`src/rtl/core/kvt_pkg.sv`:
```
// ---------------------------------------------------------------------------
// kvt_pkg
// Shared widths, request and status codes, and the controller/datapath
// command and status bundles of the keyed value table.
// ---------------------------------------------------------------------------
package kvt_pkg;

   // Field widths of the request and result items
   localparam int COMMAND_W = 2;
   localparam int KEY_W     = 32;
   localparam int DATA_W    = 32;
   localparam int STATUS_W  = 2;
   localparam int COUNT_W   = 5;

   // Request codes
   localparam logic [COMMAND_W-1:0] CMD_INSERT  = 2'd0;
   localparam logic [COMMAND_W-1:0] CMD_REMOVE  = 2'd1;
   localparam logic [COMMAND_W-1:0] CMD_REPLACE = 2'd2;
   localparam logic [COMMAND_W-1:0] CMD_FIND    = 2'd3;

   // Result status codes
   localparam logic [STATUS_W-1:0] STS_OK     = 2'd0;
   localparam logic [STATUS_W-1:0] STS_DUP    = 2'd1;
   localparam logic [STATUS_W-1:0] STS_ABSENT = 2'd2;
   localparam logic [STATUS_W-1:0] STS_FULL   = 2'd3;

   // Controller to datapath
   typedef struct packed {
      logic load;    // capture the accepted item, clear scan results
      logic issue;   // read the slot at the scan address
      logic commit;  // apply the update and load the result register
   } kvt_cmd_type;

   // Datapath to controller
   typedef struct packed {
      logic out_free;  // result register can take a new item this cycle
   } kvt_sts_type;

endpackage

```
`src/rtl/core/kvt_ctrl.sv`:
```
// ---------------------------------------------------------------------------
// kvt_ctrl
// Sequencer for one request: accept, scan every slot through the memory
// read port, let the last compare settle, then commit the result.
// ---------------------------------------------------------------------------
module kvt_ctrl #(
   parameter int ENTRIES = 16,
   parameter int IDX_W   = 4
) (
   input  logic                clock,
   input  logic                reset,
   input  logic                req_valid,
   output logic                req_stall,
   output kvt_pkg::kvt_cmd_type cmd,
   output logic [IDX_W-1:0]    rd_addr,
   input  kvt_pkg::kvt_sts_type sts
);

   localparam logic [1:0] ST_IDLE = 2'd0;
   localparam logic [1:0] ST_SCAN = 2'd1;
   localparam logic [1:0] ST_WAIT = 2'd2;
   localparam logic [1:0] ST_EXEC = 2'd3;

   localparam logic [IDX_W-1:0] LAST_IDX = IDX_W'(ENTRIES - 1);

   logic [1:0]       state_ff, state_in;
   logic [IDX_W-1:0] scan_ff, scan_in;

   // Next state and commands
   always_comb begin
      state_in  = state_ff;
      scan_in   = scan_ff;
      cmd       = '0;
      req_stall = 1'b1;
      case (state_ff)
         ST_IDLE: begin
            req_stall = 1'b0;
            if (req_valid) begin
               cmd.load = 1'b1;
               scan_in  = '0;
               state_in = ST_SCAN;
            end
         end
         ST_SCAN: begin
            cmd.issue = 1'b1;
            if (scan_ff == LAST_IDX) begin
               state_in = ST_WAIT;
            end else begin
               scan_in = scan_ff + IDX_W'(1);
            end
         end
         ST_WAIT: begin
            // last slot compare lands this cycle
            state_in = ST_EXEC;
         end
         ST_EXEC: begin
            if (sts.out_free) begin
               cmd.commit = 1'b1;
               state_in   = ST_IDLE;
            end
         end
         default: begin
            state_in = ST_IDLE;
         end
      endcase
   end

   assign rd_addr = scan_ff;

   always_ff @(posedge clock) begin
      if (reset) begin
         state_ff <= ST_IDLE;
         scan_ff  <= '0;
      end else begin
         state_ff <= state_in;
         scan_ff  <= scan_in;
      end
   end

endmodule

```
`src/rtl/core/kvt_datapath.sv`:
```
// ---------------------------------------------------------------------------
// kvt_datapath
// Slot memories, valid bits, live count, key compare against the slot read
// back each scan cycle, the update at commit and the result register.
// ---------------------------------------------------------------------------
module kvt_datapath #(
   parameter int ENTRIES     = 16,
   parameter int VALUE_WIDTH = 32,
   parameter int IDX_W       = 4
) (
   input  logic                                  clock,
   input  logic                                  reset,
   input  kvt_pkg::kvt_cmd_type                  cmd,
   input  logic [IDX_W-1:0]                      rd_addr,
   output kvt_pkg::kvt_sts_type                  sts,
   input  logic [kvt_pkg::COMMAND_W-1:0]         req_command,
   input  logic signed [kvt_pkg::KEY_W-1:0]      req_lookup_key,
   input  logic [kvt_pkg::DATA_W-1:0]            req_entry_value,
   output logic                                  rsp_valid,
   input  logic                                  rsp_stall,
   output logic                                  rsp_found,
   output logic [kvt_pkg::DATA_W-1:0]            rsp_read_value,
   output logic [kvt_pkg::STATUS_W-1:0]          rsp_status,
   output logic [kvt_pkg::COUNT_W-1:0]           rsp_entry_count
);

   localparam int KW    = kvt_pkg::KEY_W;
   localparam int DW    = kvt_pkg::DATA_W;
   localparam int CW    = kvt_pkg::COUNT_W;
   // stored value bits: the value field never carries more than DW bits
   localparam int SW    = (VALUE_WIDTH < DW) ? VALUE_WIDTH : DW;
   localparam int CNT_W = $clog2(ENTRIES + 1);

   // Slot storage
   logic signed [KW-1:0] key_mem [ENTRIES];
   logic [SW-1:0]        val_mem [ENTRIES];
   logic [ENTRIES-1:0]   valid_ff, valid_in;
   logic [CNT_W-1:0]     count_ff, count_in;

   // Captured request
   logic [kvt_pkg::COMMAND_W-1:0] command_ff;
   logic signed [KW-1:0]          key_ff;
   logic [SW-1:0]                 value_ff;

   // Scan pipeline and results
   logic signed [KW-1:0] key_rd_ff;
   logic [SW-1:0]        val_rd_ff;
   logic [IDX_W-1:0]     cmp_idx_ff;
   logic                 cmp_vld_ff;
   logic                 hit_ff, hit_in;
   logic [IDX_W-1:0]     hit_idx_ff, hit_idx_in;
   logic [SW-1:0]        hit_val_ff, hit_val_in;
   logic                 free_ff, free_in;
   logic [IDX_W-1:0]     free_idx_ff, free_idx_in;

   // Result register
   logic                              rsp_valid_ff, rsp_valid_in;
   logic                              found_ff;
   logic [DW-1:0]                     read_value_ff;
   logic [kvt_pkg::STATUS_W-1:0]      status_ff;
   logic [CW-1:0]                     entry_count_ff;

   // Commit decode
   logic                         wr_en;
   logic [IDX_W-1:0]             wr_addr;
   logic                         set_valid;
   logic                         clr_valid;
   logic [kvt_pkg::STATUS_W-1:0] status_c;
   logic [DW-1:0]                read_c;

   // Capture the accepted item
   always_ff @(posedge clock) begin
      if (cmd.load) begin
         command_ff <= req_command;
         key_ff     <= req_lookup_key;
         value_ff   <= req_entry_value[SW-1:0];
      end
   end

   // Slot memories: read during the scan, written at commit
   always_ff @(posedge clock) begin
      if (cmd.commit && wr_en) begin
         key_mem[wr_addr] <= key_ff;
         val_mem[wr_addr] <= value_ff;
      end
      if (cmd.issue) begin
         key_rd_ff <= key_mem[rd_addr];
         val_rd_ff <= val_mem[rd_addr];
      end
      cmp_idx_ff <= rd_addr;
   end

   // Compare the slot read back against the request key
   always_comb begin
      hit_in      = hit_ff;
      hit_idx_in  = hit_idx_ff;
      hit_val_in  = hit_val_ff;
      free_in     = free_ff;
      free_idx_in = free_idx_ff;
      if (cmd.load) begin
         hit_in  = 1'b0;
         free_in = 1'b0;
      end else if (cmp_vld_ff) begin
         if (valid_ff[cmp_idx_ff] && (key_rd_ff == key_ff)) begin
            hit_in     = 1'b1;
            hit_idx_in = cmp_idx_ff;
            hit_val_in = val_rd_ff;
         end
         // lowest free slot wins
         if (!valid_ff[cmp_idx_ff] && !free_ff) begin
            free_in     = 1'b1;
            free_idx_in = cmp_idx_ff;
         end
      end
   end

   always_ff @(posedge clock) begin
      hit_idx_ff  <= hit_idx_in;
      hit_val_ff  <= hit_val_in;
      free_idx_ff <= free_idx_in;
   end

   // Update decode per request code
   always_comb begin
      wr_en     = 1'b0;
      wr_addr   = free_idx_ff;
      set_valid = 1'b0;
      clr_valid = 1'b0;
      count_in  = count_ff;
      status_c  = kvt_pkg::STS_OK;
      read_c    = '0;
      case (command_ff)
         kvt_pkg::CMD_INSERT: begin
            if (hit_ff) begin
               status_c = kvt_pkg::STS_DUP;
            end else if (free_ff) begin
               wr_en     = 1'b1;
               set_valid = 1'b1;
               count_in  = count_ff + CNT_W'(1);
            end else begin
               status_c = kvt_pkg::STS_FULL;
            end
         end
         kvt_pkg::CMD_REMOVE: begin
            if (hit_ff) begin
               clr_valid = 1'b1;
               count_in  = count_ff - CNT_W'(1);
            end else begin
               status_c = kvt_pkg::STS_ABSENT;
            end
         end
         kvt_pkg::CMD_REPLACE: begin
            if (hit_ff) begin
               wr_en   = 1'b1;
               wr_addr = hit_idx_ff;
            end else if (free_ff) begin
               wr_en     = 1'b1;
               set_valid = 1'b1;
               count_in  = count_ff + CNT_W'(1);
            end else begin
               status_c = kvt_pkg::STS_FULL;
            end
         end
         kvt_pkg::CMD_FIND: begin
            if (hit_ff) begin
               read_c = DW'(hit_val_ff);
            end
         end
         default: begin
            status_c = kvt_pkg::STS_OK;
         end
      endcase
   end

   // Valid bits
   always_comb begin
      valid_in = valid_ff;
      if (cmd.commit && set_valid) begin
         valid_in[free_idx_ff] = 1'b1;
      end
      if (cmd.commit && clr_valid) begin
         valid_in[hit_idx_ff] = 1'b0;
      end
   end

   // Result register handshake
   assign sts.out_free = !rsp_valid_ff || !rsp_stall;

   always_comb begin
      rsp_valid_in = rsp_valid_ff;
      if (cmd.commit) begin
         rsp_valid_in = 1'b1;
      end else if (!rsp_stall) begin
         rsp_valid_in = 1'b0;
      end
   end

   always_ff @(posedge clock) begin
      if (cmd.commit) begin
         found_ff       <= hit_ff;
         read_value_ff  <= read_c;
         status_ff      <= status_c;
         entry_count_ff <= CW'(count_in);
      end
   end

   // Control state
   always_ff @(posedge clock) begin
      if (reset) begin
         valid_ff     <= '0;
         count_ff     <= '0;
         cmp_vld_ff   <= 1'b0;
         hit_ff       <= 1'b0;
         free_ff      <= 1'b0;
         rsp_valid_ff <= 1'b0;
      end else begin
         valid_ff     <= valid_in;
         count_ff     <= cmd.commit ? count_in : count_ff;
         cmp_vld_ff   <= cmd.issue;
         hit_ff       <= hit_in;
         free_ff      <= free_in;
         rsp_valid_ff <= rsp_valid_in;
      end
   end

   assign rsp_valid       = rsp_valid_ff;
   assign rsp_found       = found_ff;
   assign rsp_read_value  = read_value_ff;
   assign rsp_status      = status_ff;
   assign rsp_entry_count = entry_count_ff;

   // Live count tracks the valid bits
   a_count_matches_valid: assert property (@(posedge clock) disable iff (reset)
      CNT_W'($countones(valid_ff)) == count_ff)
      else $error("live count disagrees with valid bits");

   // Never overwrite a result that is still held
   a_commit_into_free: assert property (@(posedge clock) disable iff (reset)
      cmd.commit |-> (!rsp_valid_ff || !rsp_stall))
      else $error("commit while result register is stalled");

   // A commit always presents an item next cycle
   a_commit_presents: assert property (@(posedge clock) disable iff (reset)
      cmd.commit |=> rsp_valid_ff)
      else $error("committed item not presented");

   // A matching slot is never also reported as free
   a_hit_not_free: assert property (@(posedge clock) disable iff (reset)
      (hit_ff && free_ff) |-> (hit_idx_ff != free_idx_ff))
      else $error("hit slot also marked free");

endmodule

```
`src/rtl/core/keyed_value_table_core.sv`:
```
// ---------------------------------------------------------------------------
// keyed_value_table_core
// Bounded table of unique signed 32-bit keys, each with a value. Requests
// insert, remove, replace-or-insert or find a key; every result carries the
// found flag, the value on a find hit, a status code and the live entry
// count after the request. After acceptance the key is compared against one
// slot per cycle as the scan walks the single read port of the slot memory,
// a wait state lets the last compare settle and the execute state applies the
// update once the result register is free. One item is worked on at a time;
// the next is accepted in the cycle after the result is registered, while
// that result may still wait to be taken. Valid bits clear at reset, so no
// clearing pass is needed.
// ---------------------------------------------------------------------------
module keyed_value_table_core #(
   parameter int ENTRIES     = 16,
   parameter int VALUE_WIDTH = 32
) (
   input  logic                              clock,
   input  logic                              reset,
   input  logic                              req_valid,
   output logic                              req_stall,
   input  logic [kvt_pkg::COMMAND_W-1:0]     req_command,
   input  logic signed [kvt_pkg::KEY_W-1:0]  req_lookup_key,
   input  logic [kvt_pkg::DATA_W-1:0]        req_entry_value,
   output logic                              rsp_valid,
   input  logic                              rsp_stall,
   output logic                              rsp_found,
   output logic [kvt_pkg::DATA_W-1:0]        rsp_read_value,
   output logic [kvt_pkg::STATUS_W-1:0]      rsp_status,
   output logic [kvt_pkg::COUNT_W-1:0]       rsp_entry_count
);

   localparam int IDX_W = (ENTRIES > 1) ? $clog2(ENTRIES) : 1;

   kvt_pkg::kvt_cmd_type cmd;
   kvt_pkg::kvt_sts_type sts;
   logic [IDX_W-1:0]     rd_addr;

   // Sequencer
   kvt_ctrl #(
      .ENTRIES (ENTRIES),
      .IDX_W   (IDX_W)
   ) u_ctrl (
      .clock     (clock),
      .reset     (reset),
      .req_valid (req_valid),
      .req_stall (req_stall),
      .cmd       (cmd),
      .rd_addr   (rd_addr),
      .sts       (sts)
   );

   // Storage, compare and result register
   kvt_datapath #(
      .ENTRIES     (ENTRIES),
      .VALUE_WIDTH (VALUE_WIDTH),
      .IDX_W       (IDX_W)
   ) u_datapath (
      .clock           (clock),
      .reset           (reset),
      .cmd             (cmd),
      .rd_addr         (rd_addr),
      .sts             (sts),
      .req_command     (req_command),
      .req_lookup_key  (req_lookup_key),
      .req_entry_value (req_entry_value),
      .rsp_valid       (rsp_valid),
      .rsp_stall       (rsp_stall),
      .rsp_found       (rsp_found),
      .rsp_read_value  (rsp_read_value),
      .rsp_status      (rsp_status),
      .rsp_entry_count (rsp_entry_count)
   );

endmodule
```
`config.mk`:
```
export PLATFORM = sky130hd
export DESIGN_NAME = keyed_value_table_core
export DESIGN_NICKNAME = d
export VERILOG_FILES = /design/src/rtl/core/kvt_pkg.sv /design/src/rtl/core/kvt_ctrl.sv /design/src/rtl/core/kvt_datapath.sv /design/src/rtl/core/keyed_value_table_core.sv
export SDC_FILE = /design/constraint.sdc
export NUM_CORES = 1
export LEC_CHECK = 0
export ABC_AREA = 0
export ABC_CLOCK_PERIOD_IN_PS = 6700
export CORE_ASPECT_RATIO = 0.8
export CORE_MARGIN = 8
export CORE_UTILIZATION = 25
export DETAILED_ROUTE_END_ITERATION = 8
export DONT_BUFFER_PORTS = 1
export MAX_ROUTING_LAYER = met4
export SYNTH_ARGS = -nofsm -noshare
export SYNTH_HDL_FRONTEND = slang
export SYNTH_SLANG_ARGS = --single-unit
```
`constraint.sdc`:
```
create_clock -name clock -period 6.7 [get_ports clock]
set_clock_uncertainty 0.15 [all_clocks]
set_input_delay 0.335 -clock clock [delete_from_list [all_inputs] [get_ports clock]]
set_output_delay 0.335 -clock clock [all_outputs]
set_load 0.005 [all_outputs]
```
==> run summary, run 1 <==
Setup slack on the worst reg-to-reg path comes out at 2740 ps. Counting every instance in the synthesized netlist gives 1952. Timing analysis after detailed placement gives a worst setup slack of 2732 ps.

The commonest cells after synthesis are edfxtp_1, mux4_2, nor2_1. In this run the deepest clock path goes through 3 buffers. The tools report the final hold violation count as 0.

Combinational family with the most area after synthesis: multiplexers. The count of cells resized by post-cts repair is 0, and the die span in x is 501.7 µm. In the final layout, the multi-input gates occupy 9076 µm².

The standard cell with the maximum stage delay on the critical path was buf_4. For the final routed database, the setup TNS stands at 0 ps. Of the total synthesized cell area, the portion taken by XOR and XNOR cells is 0.7055%. For this design the static power due to leakage is 0.01619 µW. The first global-routing pass estimated 154.0 mm of wire. The clock period could shrink to 3963 ps.

Of all nets on the critical path, the largest fanout is 49. The highest cell delay on the worst timing path was 840 ps; the detail-routed via count per cell was 4.324. After detailed routing, the total wire length is 105.8 mm. Across all hold checks on the routed design, the worst slack comes to 22.59 ps.

Setup violations remaining at the end of the flow were counted as 0. Share of the synthesized area in the top cell type: 78.55%. The adder and majority gate portion of the synthesized area is 0.1857%. The number of clock buffers inserted by TritonCTS was 131; the maximum achievable frequency was 252.3 MHz.

The tools report the sort of element at the start of the critical path as a register. The number of antenna-violating nets in the routed design was 0. Detailed placement ended at an HPWL of 60.04 mm.

For the worst flop-to-flop path, the logic depth is 6. The cell depth of the worst hold path came out at 1. The run gives 26.95% as the worst slew margin relative to its limit.

Path class of the lowest-slack min-delay path: in -> reg. The worst path meets setup with 2737 ps of slack. Final clock period utilization by the worst path: 59.15%.

The flow ran to the end, and the final reports show no timing, DRC or antenna violations. The worst reg2reg path endpoint was u_datapath.val_mem[14][20]. The logs give 0 for the synthesis warning total and 71 for the number of buffers inserted by hold repair at cts. Fill cells in the final layout number 17933.

In this run the cell area measured after placement is 50440 µm². The cell accounting for the most synthesized area is edfxtp_1. The share of layout cells above drive strength 1 is 25.65%, and the number of detailed-routing iterations run before antenna repair is 6. After floorplanning, the core was sized to cover 187400 µm².

The power density over the cells was 341.2 nW/µm²; the max-slew violation count was 0. In the routed design, unresolved DRC markers number 0. Global routing finished with a remaining overflow of 0. Traced cell by cell, the critical path runs through nand3b_1 -> o2bb2a_1 -> nor2_1 -> nand2b_1 -> nor2_4 -> buf_4. The worst-skew pair later-pin latency came out at 720 ps. The worst flop-to-flop path startpoint was u_datapath.command_ff[0].

VDD sags by at most 237.1 µV. After clock tree synthesis, the clock-pin slew on the worst setup and hold paths is 60 ps. At the pin with the least slew margin, the transition time is 1096 ps. Counting flops and latches in the post-synthesis netlist gives 1269.

The area added between synthesis and finish works out to 17.15%. The maximum number of pins on one net before global-route repair was 127; the starting utilization of the core area was 25.17%. The net count of the finished layout is 2189.

Across the run, the number of max-cap violations was 0. The tools report the master cell of the clock root buffer as clkbuf_16. For the worst setup path, the data arrival time is 4140 ps. The number of placement rows came out at 142. The synthesized netlist devotes 0.8222% of its cell area to compound gates.

The logs give 20873 for the number of global-route vias before repair and 44 for the unique cell type count in the Yosys netlist. The number of antenna violations at the first check in global routing was 22; the required time of the critical path was 6880 ps. The finished cells cover 55260 µm². At the end of routability-driven placement, the weighted congestion stood at 0.7633.

In this run the count of I/O pins placed on the die edge is 112. The die covers 202900 µm². The count of flip-flops with a built-in enable after synthesis works out to 1234. TritonCTS built the clock tree.

After layout, the design draws a total of 18850 µW. The logs give 47170 µm² for the netlist area before placement and 20539 for the total vias in the final route. The classification of the worst setup path is reg -> reg. The detail-routed net length per standard cell is 22.28 µm.

In the global route stage, overall resource usage came out at 10.51%. The clock sink count was 1269; the total number of H-tree levels was 4. The port buffer count is 0. In the post-synthesis netlist, the cell with the most instances is edfxtp_1. Setup repair after global routing left no endpoint under its margin. For this run, asynchronously set or reset flops after synthesis account for 0%. The worst hold path begins at req_valid.

For this run, the leading register cell type out of synthesis is edfxtp_1. The net count after synthesis was 2029; the die span in y was 404.5 µm. In this run the post-CTS setup repair buffer count came out at 0.

The proportion of synthesized area in mux cells was 15.55%; the synthesized-area fraction occupied by and/or/nand/nor cells was 1.668%. The average instance in the mapped netlist occupies 24.17 µm². Sequential-to-total area share from yosys stat: 80.04%.

Critical path endpoint category: a register. In the post-synthesis netlist, the biggest area contributors are edfxtp_1, mux4_2, dfxtp_1, xnor2_1, and2_1. The first routing iteration left 1925 violations. The worst hold path terminates at u_datapath.value_ff[18]. Across the whole layout, storage elements account for 37770 µm².
==> state kept, by name (all words and copies together), names as in the netlist, 2 cells and up <==
name,count
u_datapath.cmp_idx_ff,4
u_ctrl.state_ff,2
u_datapath.val_mem,512
u_datapath.value_ff,32
u_datapath.key_rd_ff,32
u_datapath.val_rd_ff,32
u_datapath.rsp_status,2
u_datapath.free_idx_ff,4
u_datapath.rsp_entry_count,5
u_datapath.count_ff,5
u_datapath.key_mem,512
u_datapath.hit_idx_ff,4
u_datapath.valid_ff,16
u_datapath.key_ff,32
u_datapath.command_ff,2
u_datapath.rsp_read_value,32
u_datapath.hit_val_ff,32
u_ctrl.rd_addr,4
==> placed cells by master (no fill, tap or decap), types with 4 or more instances in the layout <==
| master | instances |
|---|---|
| edfxtp_1 | 1234 |
| mux4_2 | 324 |
| clkbuf_16 | 137 |
| dlygate4sd3_1 | 70 |
| clkbuf_1 | 37 |
| xnor2_1 | 34 |
| buf_4 | 34 |
| nor2_1 | 33 |
| and2_1 | 32 |
| dfxtp_1 | 31 |
| a21oi_1 | 29 |
| clkinv_1 | 23 |
| clkinv_2 | 21 |
| nand2_1 | 18 |
| nor2_4 | 17 |
| diode_2 | 16 |
| a211oi_1 | 12 |
| inv_1 | 11 |
| nand4_1 | 10 |
| nor2b_1 | 8 |
| buf_12 | 8 |
| a311oi_1 | 7 |
| nand3_1 | 6 |
| nor3_1 | 6 |
| ha_1 | 6 |
| clkinv_8 | 5 |
| inv_6 | 5 |
| bufinv_16 | 5 |
| xor2_1 | 4 |
| mux2i_1 | 4 |
| dfxtp_4 | 4 |
==> metal layers <==
metal | track usage [%] | wire length [µm]
met5 | - | 0
met4 | 2.470 | 1901
met3 | 2.494 | 6870
met2 | 16.16 | 49960
met1 | 14.19 | 47110
==> worst max path at each step <==
stage,startpoint,end,slack (ps),cells past startpoint
after floorplan,u_ctrl.state_ff[0],u_datapath.key_mem[0][0],880,6
after global placement,u_datapath.command_ff[0],u_datapath.val_mem[6][20],2810,6
after detailed placement,u_datapath.command_ff[0],u_datapath.val_mem[6][18],2730,6
after CTS,u_datapath.command_ff[0],u_datapath.val_mem[6][12],2710,6
after global routing,u_datapath.hit_ff,u_datapath.val_mem[14][20],2530,6
final,u_datapath.command_ff[0],u_datapath.val_mem[14][20],2740,6
==> through the flow <==
stage | utilization (%) | std cells
floorplan | - | 1952
global placement | 26.91 | 4428
detailed placement | 26.91 | 4428
CTS | 29.46 | 4734
global route | 29.48 | 4750
finish | 29.48 | 4750
==> final cells by class <==
class | instances | share of cell area (%)
Inverter | 12 | 0.08151
Multi-Input combinational cell | 586 | 16.42
Timing Repair Buffer | 112 | 2.020
Tap cell | 2520 | 5.705
Sequential cell | 1269 | 68.35
Clock buffer | 176 | 6.505
Antenna cell | 16 | 0.07245
Clock inverter | 59 | 0.8445
==> kinds of logic (layout without fill, tap and decap cells) <==
| kind of cell | after synthesis | after routing |
|---|---|---|
| flip-flops | 1269 | 1269 |
| multiplexers | 328 | 328 |
| AND/OR/NAND/NOR | 152 | 152 |
| buffers and inverters | 97 | 359 |
| AO/OA/AOI/OAI | 61 | 61 |
| XOR/XNOR | 38 | 38 |
| adder cells (fa/ha/maj) | 7 | 7 |
| other | 0 | 16 |
==> report_power, final <==
group	internal (µW)	switching [µW]	leakage [µW]
clock network	3970	2920	0.00199
logic	952	924	0.00273
registers	9500	599	0.0115
==> critical path: cells and delay by family, from the launching register on <==
family | cells | cell delay, ps
flip-flops | 1 | 530
AO/OA/AOI/OAI | 1 | 430
buffers and inverters | 1 | 840
AND/OR/NAND/NOR | 4 | 1480
(Power assumes the default switching activity.)
==> run 2: changes to the inputs <==
--- a/config.mk
+++ b/config.mk
@@ -6,7 +6,7 @@
 export NUM_CORES = 1
 export LEC_CHECK = 0
 export ABC_AREA = 0
-export ABC_CLOCK_PERIOD_IN_PS = 6700
+export ABC_CLOCK_PERIOD_IN_PS = 3450
 export CORE_ASPECT_RATIO = 0.8
 export CORE_MARGIN = 8
 export CORE_UTILIZATION = 25
==> constraint.sdc (replaced) <==
create_clock -name clock -period 3.45 [get_ports clock]
set_clock_uncertainty 0.15 [all_clocks]
set_input_delay 0.1725 -clock clock [delete_from_list [all_inputs] [get_ports clock]]
set_output_delay 0.1725 -clock clock [all_outputs]
set_load 0.005 [all_outputs]
==> run summary, run 2 (synthesis results as in run 1) <==
In the final layout, the registers with the most flip-flops are u_datapath.key_mem (512), u_datapath.val_mem (512). For the final routed database, the setup TNS stands at 0 ps. The count of nets left with antenna violations once routing finished came out at 0. Once placement completed, the tool counted placed cells totaling 4475.

Before antenna repair, the detailed router went through 5 iterations. The switching portion of total power works out to 23.83%. The run finished with clean final reports.

The internal power component was 28330 µW; the worst setup slack before clock tree synthesis was -11.91 ps. Static timing analysis puts the maximum clock frequency at 313.1 MHz. The tools report the worst min-delay path endpoint as u_datapath.key_ff[22]. For the met3 demand-to-capacity share in global routing, the log shows 2.437%. The global-route layer with the greatest usage was met2.

After floorplanning, the core was divided into 142 placement rows. Global routing consumed, on the met2 layer, 15.63% of the routing resources. The total vias in the final route is 20854, and the port buffer count is 0. The number of nets in the layout is 2300. Summed over all cells, the static leakage comes to 0.01686 µW. For the worst setup path, the data arrival time is 3450 ps.

The final routed DRC violation total was 0; the number of setup buffers added after CTS was 0. After clock tree synthesis, the clock-pin slew on the worst setup and hold paths is 60 ps. Summing all multi-input logic gate instances after layout gives 9082 µm². The met1 track utilization from global routing is 14.93%.

The worst setup path is captured at a register. The tool flagged a number of max-cap violations equal to 0. The top cell types in the final layout, fill and taps aside, are edfxtp_1, mux4_2, clkbuf_16. The worst-skew pair later-pin latency is 730 ps, and the total half-perimeter wirelength after legalization and detailed placement is 63.06 mm. The share of layout cells above drive strength 1 works out to 27.01%. The total power consumption of the routed design was 37190 µW; the global-route wire length before repair was 155.9 mm. After detailed routing, the average wire length per cell comes to 21.85 µm. The number of antenna violations at the first check in global routing is 8, and the proportion of power drawn by the clock network is 36.6%.

Clock tree synthesis inserted a total of 131 buffers. The cell depth of the worst hold path came out at 1. The logs give 0 for the final hold violation count and 3 for the maximum clock path buffer count. The path class of the tightest hold or removal check is in -> reg. The run gives 187400 µm² as the core region area.

The tools report the number of global-route vias before repair as 21728. The worst register-to-register path has a depth of 7. The critical-path maximum fanout is 36, and the placed cell area is 51280 µm². Classification of the worst setup path: reg -> reg. The tools report the overall global routing resource usage as 10.62%. The run gives 202900 µm² as the die area.

Dividing total power by cell area gives a power density of 654.6 nW/µm². For the total number of H-tree levels, the log shows 4. The max-slew violation count came out at 0. Most frequent standard cell in the layout excluding fill and tap cells: edfxtp_1. The number of top-level pins is 112, and the actual slew at the worst max-slew pin is 1047 ps. The peak supply drop came out at 406.4 µV.

The endpoint identified for the worst register-to-register timing path is u_datapath.hit_val_ff[14]. The worst register-to-register path has a setup slack of 260 ps. For this block, the routed nets add up to 106.0 mm of wire. Clock tree synthesis found a total of 1269 sinks. In this run the critical register-to-register path is launched from u_datapath.key_ff[30]. The final clock period utilization by the worst path is 92.57%, and the worst slew margin relative to its limit is 30.19%. The die span in x is 501.7 µm. Setup violations remaining at the end of the flow were counted as 0. After routing the design area is 56810 µm². For this block, the initial DRC count from the detailed router was 1858.

The master cell of the clock root buffer is clkbuf_16. Setup repair after global routing left no endpoint under its margin. The congestion estimate from routability-driven global placement came to 0.7708.

The storage element area is 37770 µm². The share of power burned in combinational logic is 11.3%, and the number of non-filler instances in the completed layout is 4849. The sort of element at the start of the critical path is a register. The minimum clock period works out to 3194 ps.

Relative to the synthesized area, the layout overhead comes to 20.42%. The required time of the critical path came out at 3700 ps. For the smallest setup slack after layout, the log shows 256.3 ps. The floorplan step set the die height to 404.5 µm. Summed over all layers, the global routing overflow is 0. The worst hold path begins at req_lookup_key[22]. Net switching power: 8861 µW. TritonCTS built the clock tree. Dividing the detail-routed via count by the number of cells gives 4.301. Fill cells in the final layout number 17814. Entering global routing, the biggest net connects 68 pins. The starting utilization of the core area was 25.17%. The relative contribution of sequential cells to total power came out at 52.1%.
==> run 2: what timing repair did <==
item | 4_1_cts | 5_1_grt
endpoints found under the hold margin | 116 | 0
resized for setup | 1 | 0
endpoints found under the setup margin | 26 | 0
hold buffers | 135 | 0
==> run 2: power groups by stage <==
stage          clock network (µW)  registers [µW]  logic [µW]
2_1_floorplan                   0           19300        2860
3_3_place_gp                    0           19700        4120
3_5_place_dp                    0           19700        4140
4_1_cts                     14000           19400        4320
5_1_grt                     14500           19500        4500
6_report                    13600           19400        4190
==> run 2: worst max-delay path: stages, from the launching register on <==
cell	delay, ps
edfxtp_1	610
xnor2_1	520
nand4_1	180
nor4_2	530
buf_4	220
nand4_1	160
nor2_4	160
buf_12	260
==> run 2: layout make-up <==
type | count | share of cell area, %
antenna | 4 | 0.01762
clock buffer | 163 | 6.205
clock inverter | 72 | 1.092
inverter | 12 | 0.08150
multi-input combinational | 586 | 15.99
sequential | 1269 | 66.49
tap | 2520 | 5.551
timing repair buffer | 223 | 4.573
==> run 2: routing by layer <==
metal  part of all wire [%]  vias to the layer above  wire length (µm)
met2                     45                      634             48170
li1                       -                     8867                 -
met1                     46                    11219             49230
met3                    6.4                      134              6747
met4                    1.7                        0              1813
met5                      0                        -                 0
==> run 2: worst max-delay path by stage <==
stage	from	to	slack (ps)
detailed placement	u_datapath.key_ff[30]	u_datapath.hit_val_ff[11]	-10
floorplan	u_datapath.command_ff[0]	u_datapath.key_mem[4][0]	-340
global route	u_datapath.key_ff[30]	u_datapath.hit_val_ff[6]	80
global placement	u_datapath.key_ff[30]	u_datapath.hit_val_ff[11]	-90
CTS	u_datapath.key_ff[30]	u_datapath.hit_val_ff[0]	190
finish	u_datapath.key_ff[30]	u_datapath.hit_val_ff[14]	260
==> run 2: per-stage QoR <==
step	utilization (%)	hold slack, ps
6_report	30.31	43.06
3_5_place_dp	27.36	117.0
3_3_place_gp	27.36	113.8
2_1_floorplan	-	121.4
5_1_grt	30.31	10.90
4_1_cts	30.30	0.3841
